**config.mk**
```make
export PLATFORM = sky130hd
export DESIGN_NAME = rational_arith_reduce_flat
export DESIGN_NICKNAME = d
export VERILOG_FILES = /design/src/design/rar_pkg.sv /design/src/design/rar_if.sv /design/src/design/rar_addsub.sv /design/src/design/rational_arith_reduce.sv /design/src/flat_wrapper.sv
export SDC_FILE = /design/constraint.sdc
export NUM_CORES = 2
export LEC_CHECK = 0
export BUFFER_PORTS_ARGS = -buffer_cell sky130_fd_sc_hd__buf_2
export CAP_MARGIN = 20
export CORE_MARGIN = 5
export CORE_UTILIZATION = 64
export DETAILED_ROUTE_END_ITERATION = 7
export HOLD_SLACK_MARGIN = 0.02
export PLACE_DENSITY_LB_ADDON = 0.25
export SKIP_CTS_REPAIR_TIMING = 1
export SLEW_MARGIN = 10
export SYNTH_ARGS = -nofsm -noshare
export SYNTH_HDL_FRONTEND = slang
export SYNTH_SLANG_ARGS = --single-unit
```
**constraint.sdc**
```tcl
create_clock -name clk -period 11.6 [get_ports clk]
set_input_delay 1.16 -clock clk [delete_from_list [all_inputs] [get_ports clk]]
set_output_delay 1.16 -clock clk [all_outputs]
set_load 0.02 [all_outputs]
```
**src/design/rar_pkg.sv**
```systemverilog
// Shared constants and types for the rational arithmetic reduction block.
`timescale 1ns / 1ps
`default_nettype none

package rar_pkg;

    // Default operand width and fixed result field width
    localparam int OPERAND_WIDTH_DEF = 16;
    localparam int RES_W             = 33;

    // Operation codes
    typedef logic [1:0] kind_t;
    localparam kind_t KIND_ADD = 2'd0;
    localparam kind_t KIND_SUB = 2'd1;
    localparam kind_t KIND_MUL = 2'd2;
    localparam kind_t KIND_DIV = 2'd3;

    // Result field type
    typedef logic signed [RES_W-1:0] res_t;

endpackage

`default_nettype wire

```
**src/design/rar_if.sv**
```systemverilog
// Valid/ready channel interfaces for operand words and result words.
`timescale 1ns / 1ps
`default_nettype none

interface rar_op_if #(
    parameter int OPERAND_WIDTH = rar_pkg::OPERAND_WIDTH_DEF
) ();
    import rar_pkg::*;

    logic                            valid;
    logic                            ready;
    kind_t                           kind;
    logic signed [OPERAND_WIDTH-1:0] a_num;
    logic signed [OPERAND_WIDTH-1:0] a_den;
    logic signed [OPERAND_WIDTH-1:0] b_num;
    logic signed [OPERAND_WIDTH-1:0] b_den;

    modport source (
        output valid, kind, a_num, a_den, b_num, b_den,
        input  ready
    );

    modport sink (
        input  valid, kind, a_num, a_den, b_num, b_den,
        output ready
    );
endinterface

interface rar_res_if ();
    import rar_pkg::*;

    logic valid;
    logic ready;
    res_t res_num;
    res_t res_den;
    logic bad_den;

    modport source (
        output valid, res_num, res_den, bad_den,
        input  ready
    );

    modport sink (
        input  valid, res_num, res_den, bad_den,
        output ready
    );
endinterface

`default_nettype wire

```
**src/design/rar_addsub.sv**
```systemverilog
// Shared add/subtract unit with borrow out, used by the add, GCD and divide steps.
`timescale 1ns / 1ps
`default_nettype none

module rar_addsub #(
    parameter int WIDTH = 2 * rar_pkg::OPERAND_WIDTH_DEF + 1
) (
    input  logic [WIDTH-1:0] a,
    input  logic [WIDTH-1:0] b,
    input  logic             sub,
    output logic [WIDTH-1:0] sum,
    output logic             borrow
);
    logic [WIDTH:0]   full;
    logic [WIDTH-1:0] b_eff;

    // Invert b and add one for subtraction
    assign b_eff  = sub ? ~b : b;
    assign full   = {1'b0, a} + {1'b0, b_eff} + (WIDTH + 1)'(sub);
    assign sum    = full[WIDTH-1:0];

    // No carry out on a subtraction means a < b
    assign borrow = sub & ~full[WIDTH];

endmodule

`default_nettype wire

```
**src/design/rational_arith_reduce.sv**
```systemverilog
// Top level: fraction add/sub/mul/div with reduction to lowest terms.
//
//  channel   dir  handshake      word
//  operand   in   valid/ready    kind, a_num, a_den, b_num, b_den
//  result    out  valid/ready    res_num, res_den, bad_den
//
//  One word at a time. Three products on one multiplier, a signed-magnitude
//  add for ADD/SUB that retries reversed on a borrow, then a binary GCD on the
//  shared add/subtract unit after common factors of two are stripped, then two
//  restoring divisions of 2*OPERAND_WIDTH quotient bits each. Zero numerator
//  or zero denominator skips the GCD and division. The finished word sits in
//  an output register, so the next operand is taken while it waits; a stalled
//  result only holds the sequencer in its last step. Reset is asynchronous
//  and empties the block.
`timescale 1ns / 1ps
`default_nettype none

module rational_arith_reduce #(
    parameter int OPERAND_WIDTH = rar_pkg::OPERAND_WIDTH_DEF
) (
    input  logic clk,
    input  logic rst_n,
    rar_op_if.sink    operand,
    rar_res_if.source result
);
    import rar_pkg::*;

    localparam int OW = OPERAND_WIDTH;
    localparam int MW = 2 * OW;
    localparam int AW = MW + 1;
    localparam int CW = $clog2(MW);
    localparam int EW = (MW > RES_W) ? MW : RES_W;

    // Operand slots
    localparam int AN = 0;
    localparam int AD = 1;
    localparam int BN = 2;
    localparam int BD = 3;

    // Sequencer states
    localparam logic [3:0] S_IDLE  = 4'd0;
    localparam logic [3:0] S_MUL   = 4'd1;
    localparam logic [3:0] S_ADD   = 4'd2;
    localparam logic [3:0] S_ADD2  = 4'd3;
    localparam logic [3:0] S_CHECK = 4'd4;
    localparam logic [3:0] S_TWOS  = 4'd5;
    localparam logic [3:0] S_GCD   = 4'd6;
    localparam logic [3:0] S_DIVN  = 4'd7;
    localparam logic [3:0] S_DIVD  = 4'd8;
    localparam logic [3:0] S_FIN   = 4'd9;

    // Two's complement of a magnitude, cut to the result width
    function automatic logic [RES_W-1:0] encode(input logic neg, input logic [MW-1:0] mag);
        logic [EW-1:0] ext;
        ext = EW'(mag);
        if (neg)
        begin
            ext = ~ext + EW'(1);
        end
        return ext[RES_W-1:0];
    endfunction

    // Control registers
    logic [3:0]    state_reg, state_next;
    logic [CW-1:0] cnt_reg, cnt_next;
    logic          out_valid_reg, out_valid_next;

    // Datapath registers
    kind_t              kind_reg, kind_next;
    logic [3:0][OW-1:0] mag_reg, mag_next;
    logic [3:0]         neg_reg, neg_next;
    logic [MW-1:0]      num_reg, num_next;
    logic               num_neg_reg, num_neg_next;
    logic [MW-1:0]      t_reg, t_next;
    logic               t_neg_reg, t_neg_next;
    logic [MW-1:0]      den_reg, den_next;
    logic               den_neg_reg, den_neg_next;
    logic               bad_reg, bad_next;
    logic [MW-1:0]      x_reg, x_next;
    logic [MW-1:0]      y_reg, y_next;
    logic [CW-1:0]      k_reg, k_next;
    logic [MW-1:0]      g_reg, g_next;
    logic [MW-1:0]      dq_reg, dq_next;
    logic [MW-1:0]      rem_reg, rem_next;
    res_t               res_num_reg, res_num_next;
    res_t               res_den_reg, res_den_next;
    logic               res_bad_reg, res_bad_next;

    // Input magnitudes and signs
    logic [3:0][OW-1:0] raw_in;
    logic [3:0][OW-1:0] mag_in;
    logic [3:0]         neg_in;

    // Shared multiplier
    logic [1:0]    mx_sel, my_sel;
    logic [MW-1:0] prod;
    logic          prod_neg;

    // Shared add/subtract unit
    logic [AW-1:0] au_a, au_b, au_sum;
    logic          au_sub, au_borrow;

    // Divider step
    logic [MW-1:0] quo_shift;

    logic accept, out_take;

    assign accept   = operand.valid & operand.ready;
    assign out_take = out_valid_reg & result.ready;

    assign operand.ready  = (state_reg == S_IDLE);
    assign result.valid   = out_valid_reg;
    assign result.res_num = res_num_reg;
    assign result.res_den = res_den_reg;
    assign result.bad_den = res_bad_reg;

    // Split incoming operands into sign and magnitude
    assign raw_in[AN] = operand.a_num;
    assign raw_in[AD] = operand.a_den;
    assign raw_in[BN] = operand.b_num;
    assign raw_in[BD] = operand.b_den;

    always_comb
    begin
        for (int i = 0; i < 4; i++)
        begin
            neg_in[i] = raw_in[i][OW-1];
            mag_in[i] = raw_in[i][OW-1] ? (~raw_in[i] + OW'(1)) : raw_in[i];
        end
    end

    // Pick multiplier operands for the current product
    always_comb
    begin
        mx_sel = 2'(AN);
        my_sel = 2'(BD);
        if (cnt_reg == CW'(0))
        begin
            mx_sel = 2'(AN);
            my_sel = (kind_reg == KIND_MUL) ? 2'(BN) : 2'(BD);
        end
        else if (cnt_reg == CW'(1))
        begin
            mx_sel = 2'(AD);
            my_sel = 2'(BN);
        end
        else
        begin
            mx_sel = 2'(AD);
            my_sel = (kind_reg == KIND_DIV) ? 2'(BN) : 2'(BD);
        end
    end

    assign prod     = MW'(mag_reg[mx_sel]) * MW'(mag_reg[my_sel]);
    assign prod_neg = neg_reg[mx_sel] ^ neg_reg[my_sel];

    // Route operands to the shared add/subtract unit
    always_comb
    begin
        au_a   = '0;
        au_b   = '0;
        au_sub = 1'b0;
        unique case (state_reg) inside
            S_ADD:
            begin
                au_a   = AW'(num_reg);
                au_b   = AW'(t_reg);
                au_sub = (num_neg_reg != t_neg_reg);
            end
            S_ADD2:
            begin
                au_a   = AW'(t_reg);
                au_b   = AW'(num_reg);
                au_sub = 1'b1;
            end
            S_GCD:
            begin
                au_a   = AW'(x_reg);
                au_b   = AW'(y_reg);
                au_sub = 1'b1;
            end
            S_DIVN, S_DIVD:
            begin
                au_a   = {rem_reg, dq_reg[MW-1]};
                au_b   = AW'(g_reg);
                au_sub = 1'b1;
            end
            default:
            begin
                au_a   = '0;
                au_b   = '0;
                au_sub = 1'b0;
            end
        endcase
    end

    rar_addsub #(
        .WIDTH (AW)
    ) u_addsub (
        .a      (au_a),
        .b      (au_b),
        .sub    (au_sub),
        .sum    (au_sum),
        .borrow (au_borrow)
    );

    assign quo_shift = {dq_reg[MW-2:0], ~au_borrow};

    // Sequencer
    always_comb
    begin
        state_next     = state_reg;
        cnt_next       = cnt_reg;
        out_valid_next = out_valid_reg & ~out_take;
        kind_next      = kind_reg;
        mag_next       = mag_reg;
        neg_next       = neg_reg;
        num_next       = num_reg;
        num_neg_next   = num_neg_reg;
        t_next         = t_reg;
        t_neg_next     = t_neg_reg;
        den_next       = den_reg;
        den_neg_next   = den_neg_reg;
        bad_next       = bad_reg;
        x_next         = x_reg;
        y_next         = y_reg;
        k_next         = k_reg;
        g_next         = g_reg;
        dq_next        = dq_reg;
        rem_next       = rem_reg;
        res_num_next   = res_num_reg;
        res_den_next   = res_den_reg;
        res_bad_next   = res_bad_reg;

        unique case (state_reg) inside
            S_IDLE:
            begin
                // Capture the operand word
                if (accept)
                begin
                    kind_next  = operand.kind;
                    mag_next   = mag_in;
                    neg_next   = neg_in;
                    cnt_next   = '0;
                    state_next = S_MUL;
                end
            end
            S_MUL:
            begin
                // Three products on one multiplier
                if (cnt_reg == CW'(0))
                begin
                    num_next     = prod;
                    num_neg_next = prod_neg;
                    cnt_next     = CW'(1);
                end
                else if (cnt_reg == CW'(1))
                begin
                    t_next     = prod;
                    t_neg_next = prod_neg ^ (kind_reg == KIND_SUB);
                    cnt_next   = CW'(2);
                end
                else
                begin
                    den_next     = prod;
                    den_neg_next = prod_neg;
                    cnt_next     = '0;
                    if (kind_reg == KIND_ADD || kind_reg == KIND_SUB)
                    begin
                        state_next = S_ADD;
                    end
                    else
                    begin
                        state_next = S_CHECK;
                    end
                end
            end
            S_ADD:
            begin
                // Signed-magnitude add; retry reversed when the difference borrows
                if (au_borrow)
                begin
                    state_next = S_ADD2;
                end
                else
                begin
                    num_next   = au_sum[MW-1:0];
                    state_next = S_CHECK;
                end
            end
            S_ADD2:
            begin
                num_next     = au_sum[MW-1:0];
                num_neg_next = t_neg_reg;
                state_next   = S_CHECK;
            end
            S_CHECK:
            begin
                // Zero denominator flags an error, zero numerator gives 0/1
                if (den_reg == '0)
                begin
                    num_next     = '0;
                    num_neg_next = 1'b0;
                    den_neg_next = 1'b0;
                    bad_next     = 1'b1;
                    state_next   = S_FIN;
                end
                else if (num_reg == '0)
                begin
                    num_neg_next = 1'b0;
                    den_next     = MW'(1);
                    den_neg_next = 1'b0;
                    bad_next     = 1'b0;
                    state_next   = S_FIN;
                end
                else
                begin
                    x_next     = num_reg;
                    y_next     = den_reg;
                    k_next     = '0;
                    bad_next   = 1'b0;
                    state_next = S_TWOS;
                end
            end
            S_TWOS:
            begin
                // Strip common factors of two
                if (!x_reg[0] && !y_reg[0])
                begin
                    x_next = x_reg >> 1;
                    y_next = y_reg >> 1;
                    k_next = k_reg + CW'(1);
                end
                else
                begin
                    state_next = S_GCD;
                end
            end
            S_GCD:
            begin
                // Binary GCD: halve evens, swap so x is the larger odd, subtract y from x
                if (x_reg == '0)
                begin
                    g_next     = y_reg << k_reg;
                    dq_next    = num_reg;
                    rem_next   = '0;
                    cnt_next   = CW'(MW - 1);
                    state_next = S_DIVN;
                end
                else if (!x_reg[0])
                begin
                    x_next = x_reg >> 1;
                end
                else if (!y_reg[0])
                begin
                    y_next = y_reg >> 1;
                end
                else if (au_borrow)
                begin
                    x_next = y_reg;
                    y_next = x_reg;
                end
                else
                begin
                    x_next = au_sum[MW-1:0];
                end
            end
            S_DIVN, S_DIVD:
            begin
                // One quotient bit per cycle
                rem_next = au_borrow ? au_a[MW-1:0] : au_sum[MW-1:0];
                dq_next  = quo_shift;
                if (cnt_reg == '0)
                begin
                    if (state_reg == S_DIVN)
                    begin
                        num_next   = quo_shift;
                        dq_next    = den_reg;
                        rem_next   = '0;
                        cnt_next   = CW'(MW - 1);
                        state_next = S_DIVD;
                    end
                    else
                    begin
                        den_next   = quo_shift;
                        state_next = S_FIN;
                    end
                end
                else
                begin
                    cnt_next = cnt_reg - CW'(1);
                end
            end
            S_FIN:
            begin
                // Hand the word to the output register once it is free
                if (!out_valid_reg || result.ready)
                begin
                    res_num_next   = encode(num_neg_reg, num_reg);
                    res_den_next   = encode(den_neg_reg, den_reg);
                    res_bad_next   = bad_reg;
                    out_valid_next = 1'b1;
                    state_next     = S_IDLE;
                end
            end
            default:
            begin
                state_next = S_IDLE;
            end
        endcase
    end

    // Control state
    always_ff @(posedge clk or negedge rst_n)
    begin
        if (!rst_n)
        begin
            state_reg     <= S_IDLE;
            cnt_reg       <= '0;
            out_valid_reg <= 1'b0;
        end
        else
        begin
            state_reg     <= state_next;
            cnt_reg       <= cnt_next;
            out_valid_reg <= out_valid_next;
        end
    end

    // Datapath state
    always_ff @(posedge clk)
    begin
        kind_reg    <= kind_next;
        mag_reg     <= mag_next;
        neg_reg     <= neg_next;
        num_reg     <= num_next;
        num_neg_reg <= num_neg_next;
        t_reg       <= t_next;
        t_neg_reg   <= t_neg_next;
        den_reg     <= den_next;
        den_neg_reg <= den_neg_next;
        bad_reg     <= bad_next;
        x_reg       <= x_next;
        y_reg       <= y_next;
        k_reg       <= k_next;
        g_reg       <= g_next;
        dq_reg      <= dq_next;
        rem_reg     <= rem_next;
        res_num_reg <= res_num_next;
        res_den_reg <= res_den_next;
        res_bad_reg <= res_bad_next;
    end

endmodule

`default_nettype wire
```
**src/flat_wrapper.sv**
```systemverilog
// flat-port wrapper written by rule: the top's interface ports become plain ports
module rational_arith_reduce_flat import rar_pkg::*;
#(
    parameter int OPERAND_WIDTH = rar_pkg::OPERAND_WIDTH_DEF
)
  (clk, rst_n, operand_valid, operand_kind, operand_a_num, operand_a_den, operand_b_num, operand_b_den, operand_ready, result_valid, result_res_num, result_res_den, result_bad_den, result_ready);
  rar_op_if #(.OPERAND_WIDTH(OPERAND_WIDTH)) operand_i ();
  rar_res_if result_i ();
  input  logic clk;
  input  logic rst_n;
  input wire logic [$bits(operand_i.valid)-1:0] operand_valid;
  input wire logic [$bits(operand_i.kind)-1:0] operand_kind;
  input wire logic [$bits(operand_i.a_num)-1:0] operand_a_num;
  input wire logic [$bits(operand_i.a_den)-1:0] operand_a_den;
  input wire logic [$bits(operand_i.b_num)-1:0] operand_b_num;
  input wire logic [$bits(operand_i.b_den)-1:0] operand_b_den;
  output wire logic [$bits(operand_i.ready)-1:0] operand_ready;
  output wire logic [$bits(result_i.valid)-1:0] result_valid;
  output wire logic [$bits(result_i.res_num)-1:0] result_res_num;
  output wire logic [$bits(result_i.res_den)-1:0] result_res_den;
  output wire logic [$bits(result_i.bad_den)-1:0] result_bad_den;
  input wire logic [$bits(result_i.ready)-1:0] result_ready;
  assign operand_i.valid = operand_valid;
  assign operand_i.kind = operand_kind;
  assign operand_i.a_num = operand_a_num;
  assign operand_i.a_den = operand_a_den;
  assign operand_i.b_num = operand_b_num;
  assign operand_i.b_den = operand_b_den;
  assign operand_ready = operand_i.ready;
  assign result_valid = result_i.valid;
  assign result_res_num = result_i.res_num;
  assign result_res_den = result_i.res_den;
  assign result_bad_den = result_i.bad_den;
  assign result_i.ready = result_ready;
  rational_arith_reduce #(.OPERAND_WIDTH(OPERAND_WIDTH)) u_core (.clk(clk), .rst_n(rst_n), .operand(operand_i), .result(result_i));
endmodule
```
==> results.txt <==
IO Port Bufs -> 138
Yosys reg bits -> 412
via count of the first global-routing pass -> 27,973
most common cell after layout, fill and taps aside -> nand2_1
max_cap viols -> 0
WL/cell -> 27.0 um
Final Net Count -> 3,813
Die Ht -> 236 um
Synth Net Count -> 3,785
vias after detailed routing -> 27,893
initial antenna violation count -> 0
layout cell share with drive strength beyond 1 -> 9.57%
total CTS buffers -> 45
final-report setup violation count -> 0
CP required -> 11.96 ns
highest clock rate -> 104 MHz
via density per instance -> 6.78
Fin. Hold Viols -> 0
Inst Count DP -> 4,025
final wirelength -> 111,000 um
Synth Area per Inst -> 9.70 um^2
period utilisation layout -> 83.1%
area leader, netlist -> edfxtp_1
max_slew headroom -> 22.3%
Setup Skew -> 0.0268 ns
CP arrival -> 10.00 ns
failing checks -> DRC
CP startpoint kind -> register
root buffer cell -> clkbuf_16
clk sinks -> 412
most frequent cells in the layout -> 582 x nand2_1, 402 x edfxtp_1, 300 x inv_1
worst setup margin -> 1.96 ns
number of synthesized flops with an enable pin -> 402
htree depth -> 2
Worst-Skew Late Latency -> 0.61 ns
Area Overhead vs Synth -> 8.37%
CP max FO -> 32
top-area cell type share of the netlist area -> 36.9%
Total Neg Setup Slack -> 0 ns
Boundary Pins -> 139
crit end category -> register
ranking of synthesized cells by area -> edfxtp_1 37%, fa_1 12%, nand2_1 6.7%
Cell variety after synth -> 81
Worst-Margin Slew -> 1.16 ns
Max Slew Vio Count -> 0
first-pass GRT wire length -> 167,000 um
min cycle time layout -> 9.64 ns
unrepaired setup endpoints after global routing -> false
n_diodes -> 0
largest net degree at the start of global routing -> 71
WHS -> 0.410 ns
CTS Buffer Depth -> 3
cell area after synthesis -> 32,700 um^2
Final Non-Filler Cells -> 4,111
drt pass-1 iters -> 8
Initial Util -> 64.9%
core footprint -> 50,400 um^2
global route overflow -> 0
fraction of registers with async set/reset -> 2.43%
Worst Path Class, Setup -> register to register
predominant post-synthesis flop cell -> edfxtp_1
Seq/Total Area, Yosys -> 37.7%
Reg clk slew, reported paths -> 0.06 ns
Total GRT Usage -> 38.8%
DP Worst Slack -> 2.07 ns
drt drc -> 66
Die W -> 236 um
die area -> 55,700 um^2
starting DRC count in detailed routing -> 4,580
Mapped Cells -> 3,374
CTS tree -> yes
yosys warns -> 0
Final Wtd Congestion -> 1.01
HPWL after DPL -> 82,600 um
max reg flops -> 64
Post-DRT Antenna Nets -> 0
status -> finished with violations
Worst Hold Class -> primary input to async pin
# rows -> 82
==> layout make-up <==
class                           count  area [um^2]
Timing Repair Buffer              184         1040
Fill cell                        3790        14900
Clock inverter                     28          315
Tap cell                          672          841
Sequential cell                   412        12300
Clock buffer                       56         1170
Inverter                          302         1130
Multi-Input combinational cell   2457        18600
==> Yosys cell counts (12+ instances only) <==
| master | n |
|---|---|
| mux2_2 | 26 |
| and2_1 | 15 |
| and3_1 | 13 |
| a31oi_1 | 20 |
| a21oi_1 | 125 |
| nor4_1 | 16 |
| a21o_1 | 29 |
| o41ai_1 | 13 |
| clkbuf_1 | 172 |
| nand2b_1 | 26 |
| edfxtp_1 | 402 |
| mux2i_1 | 93 |
| a222oi_1 | 96 |
| o31ai_1 | 39 |
| o21ai_0 | 178 |
| o22ai_1 | 20 |
| xor2_1 | 42 |
| or4_1 | 12 |
| inv_1 | 300 |
| o21a_1 | 13 |
| or3_1 | 24 |
| a221oi_1 | 13 |
| ha_1 | 146 |
| fa_1 | 195 |
| nor2b_1 | 16 |
| nor2_1 | 258 |
| nand3_1 | 25 |
| xnor2_1 | 167 |
| a211oi_1 | 16 |
| buf_1 | 25 |
| nor3_1 | 34 |
| nand2_1 | 583 |
| a21boi_0 | 12 |
| a221o_1 | 19 |
| a22oi_1 | 47 |
==> kinds of logic after synthesis <==
group                    synth area share (%)
XOR/XNOR                                 5.60
buffers and inverters                    5.84
multiplexers                             4.29
flip-flops                               37.7
AO/OA/AOI/OAI                            15.0
adder cells (fa/ha/maj)                  17.5
AND/OR/NAND/NOR                          14.1
==> routing by layer <==
layer / up-vias / wire, um / track usage, % / share of wire (%)
met5: - / 0 / 0 / 0
met4: 0 / 10500 / 27.0 / 9.4
met3: 521 / 12200 / 7.92 / 11
met2: 2052 / 52000 / 64.3 / 47
met1: 13311 / 36500 / 45.6 / 33
li1: 12009 / - / - / -
==> worst max-delay path, cell delays in order, from the launching register on <==
cell	delay [ns]
dfrtp_1	0.42
nor3_1	0.37
nand2_1	0.66
xnor2_1	0.39
nand2_1	0.08
nand2_1	0.09
buf_4	0.42
mux2i_1	0.90
nor2_1	0.13
fa_1	0.50
fa_1	0.53
fa_1	0.52
fa_1	0.52
fa_1	0.54
inv_1	0.06
fa_1	0.42
inv_1	0.06
ha_1	0.29
a21oi_1	0.20
o211ai_1	0.15
a21o_1	0.21
a2111oi_0	0.61
a21oi_1	0.21
a211o_1	0.30
a21oi_1	0.18
xnor2_1	0.18
a221oi_1	0.35
nor2_1	0.09
==> metrics by stage <==
| step | utilization, % | instance area, um^2 |
|---|---|---|
| global placement | 67.4 | 33900 |
| CTS | 70.3 | 35400 |
| detailed placement | 67.4 | 33900 |
| global route | 70.4 | 35500 |
| finish | 70.4 | 35500 |
| floorplan | - | 32700 |
==> path summary, 6_finish.rpt <==
check                                                    from                               to  slack (ns)  cells past startpoint
worst min register to register       u_core.bad_reg$_DFFE_PP_  u_core.result.bad_den$_DFFE_PP_        0.46                      0
worst min-delay path                                    rst_n  u_core.state_reg[1]$_DFFE_PN0P_        0.41                      1
worst max-delay path            u_core.cnt_reg[2]$_DFFE_PN0P_     u_core.den_reg[31]$_DFFE_PP_        1.96                     27
min in group clk                     u_core.bad_reg$_DFFE_PP_  u_core.result.bad_den$_DFFE_PP_        0.46                      0
worst max register to register  u_core.cnt_reg[2]$_DFFE_PN0P_     u_core.den_reg[31]$_DFFE_PP_        1.96                     27
max in group asynchronous                               rst_n    u_core.result.valid$_DFF_PN0_       10.98                      1
Power is left out: the tool's default activity adds up to more than one toggle a clock period on the data nets, which glitch-free logic cannot reach.
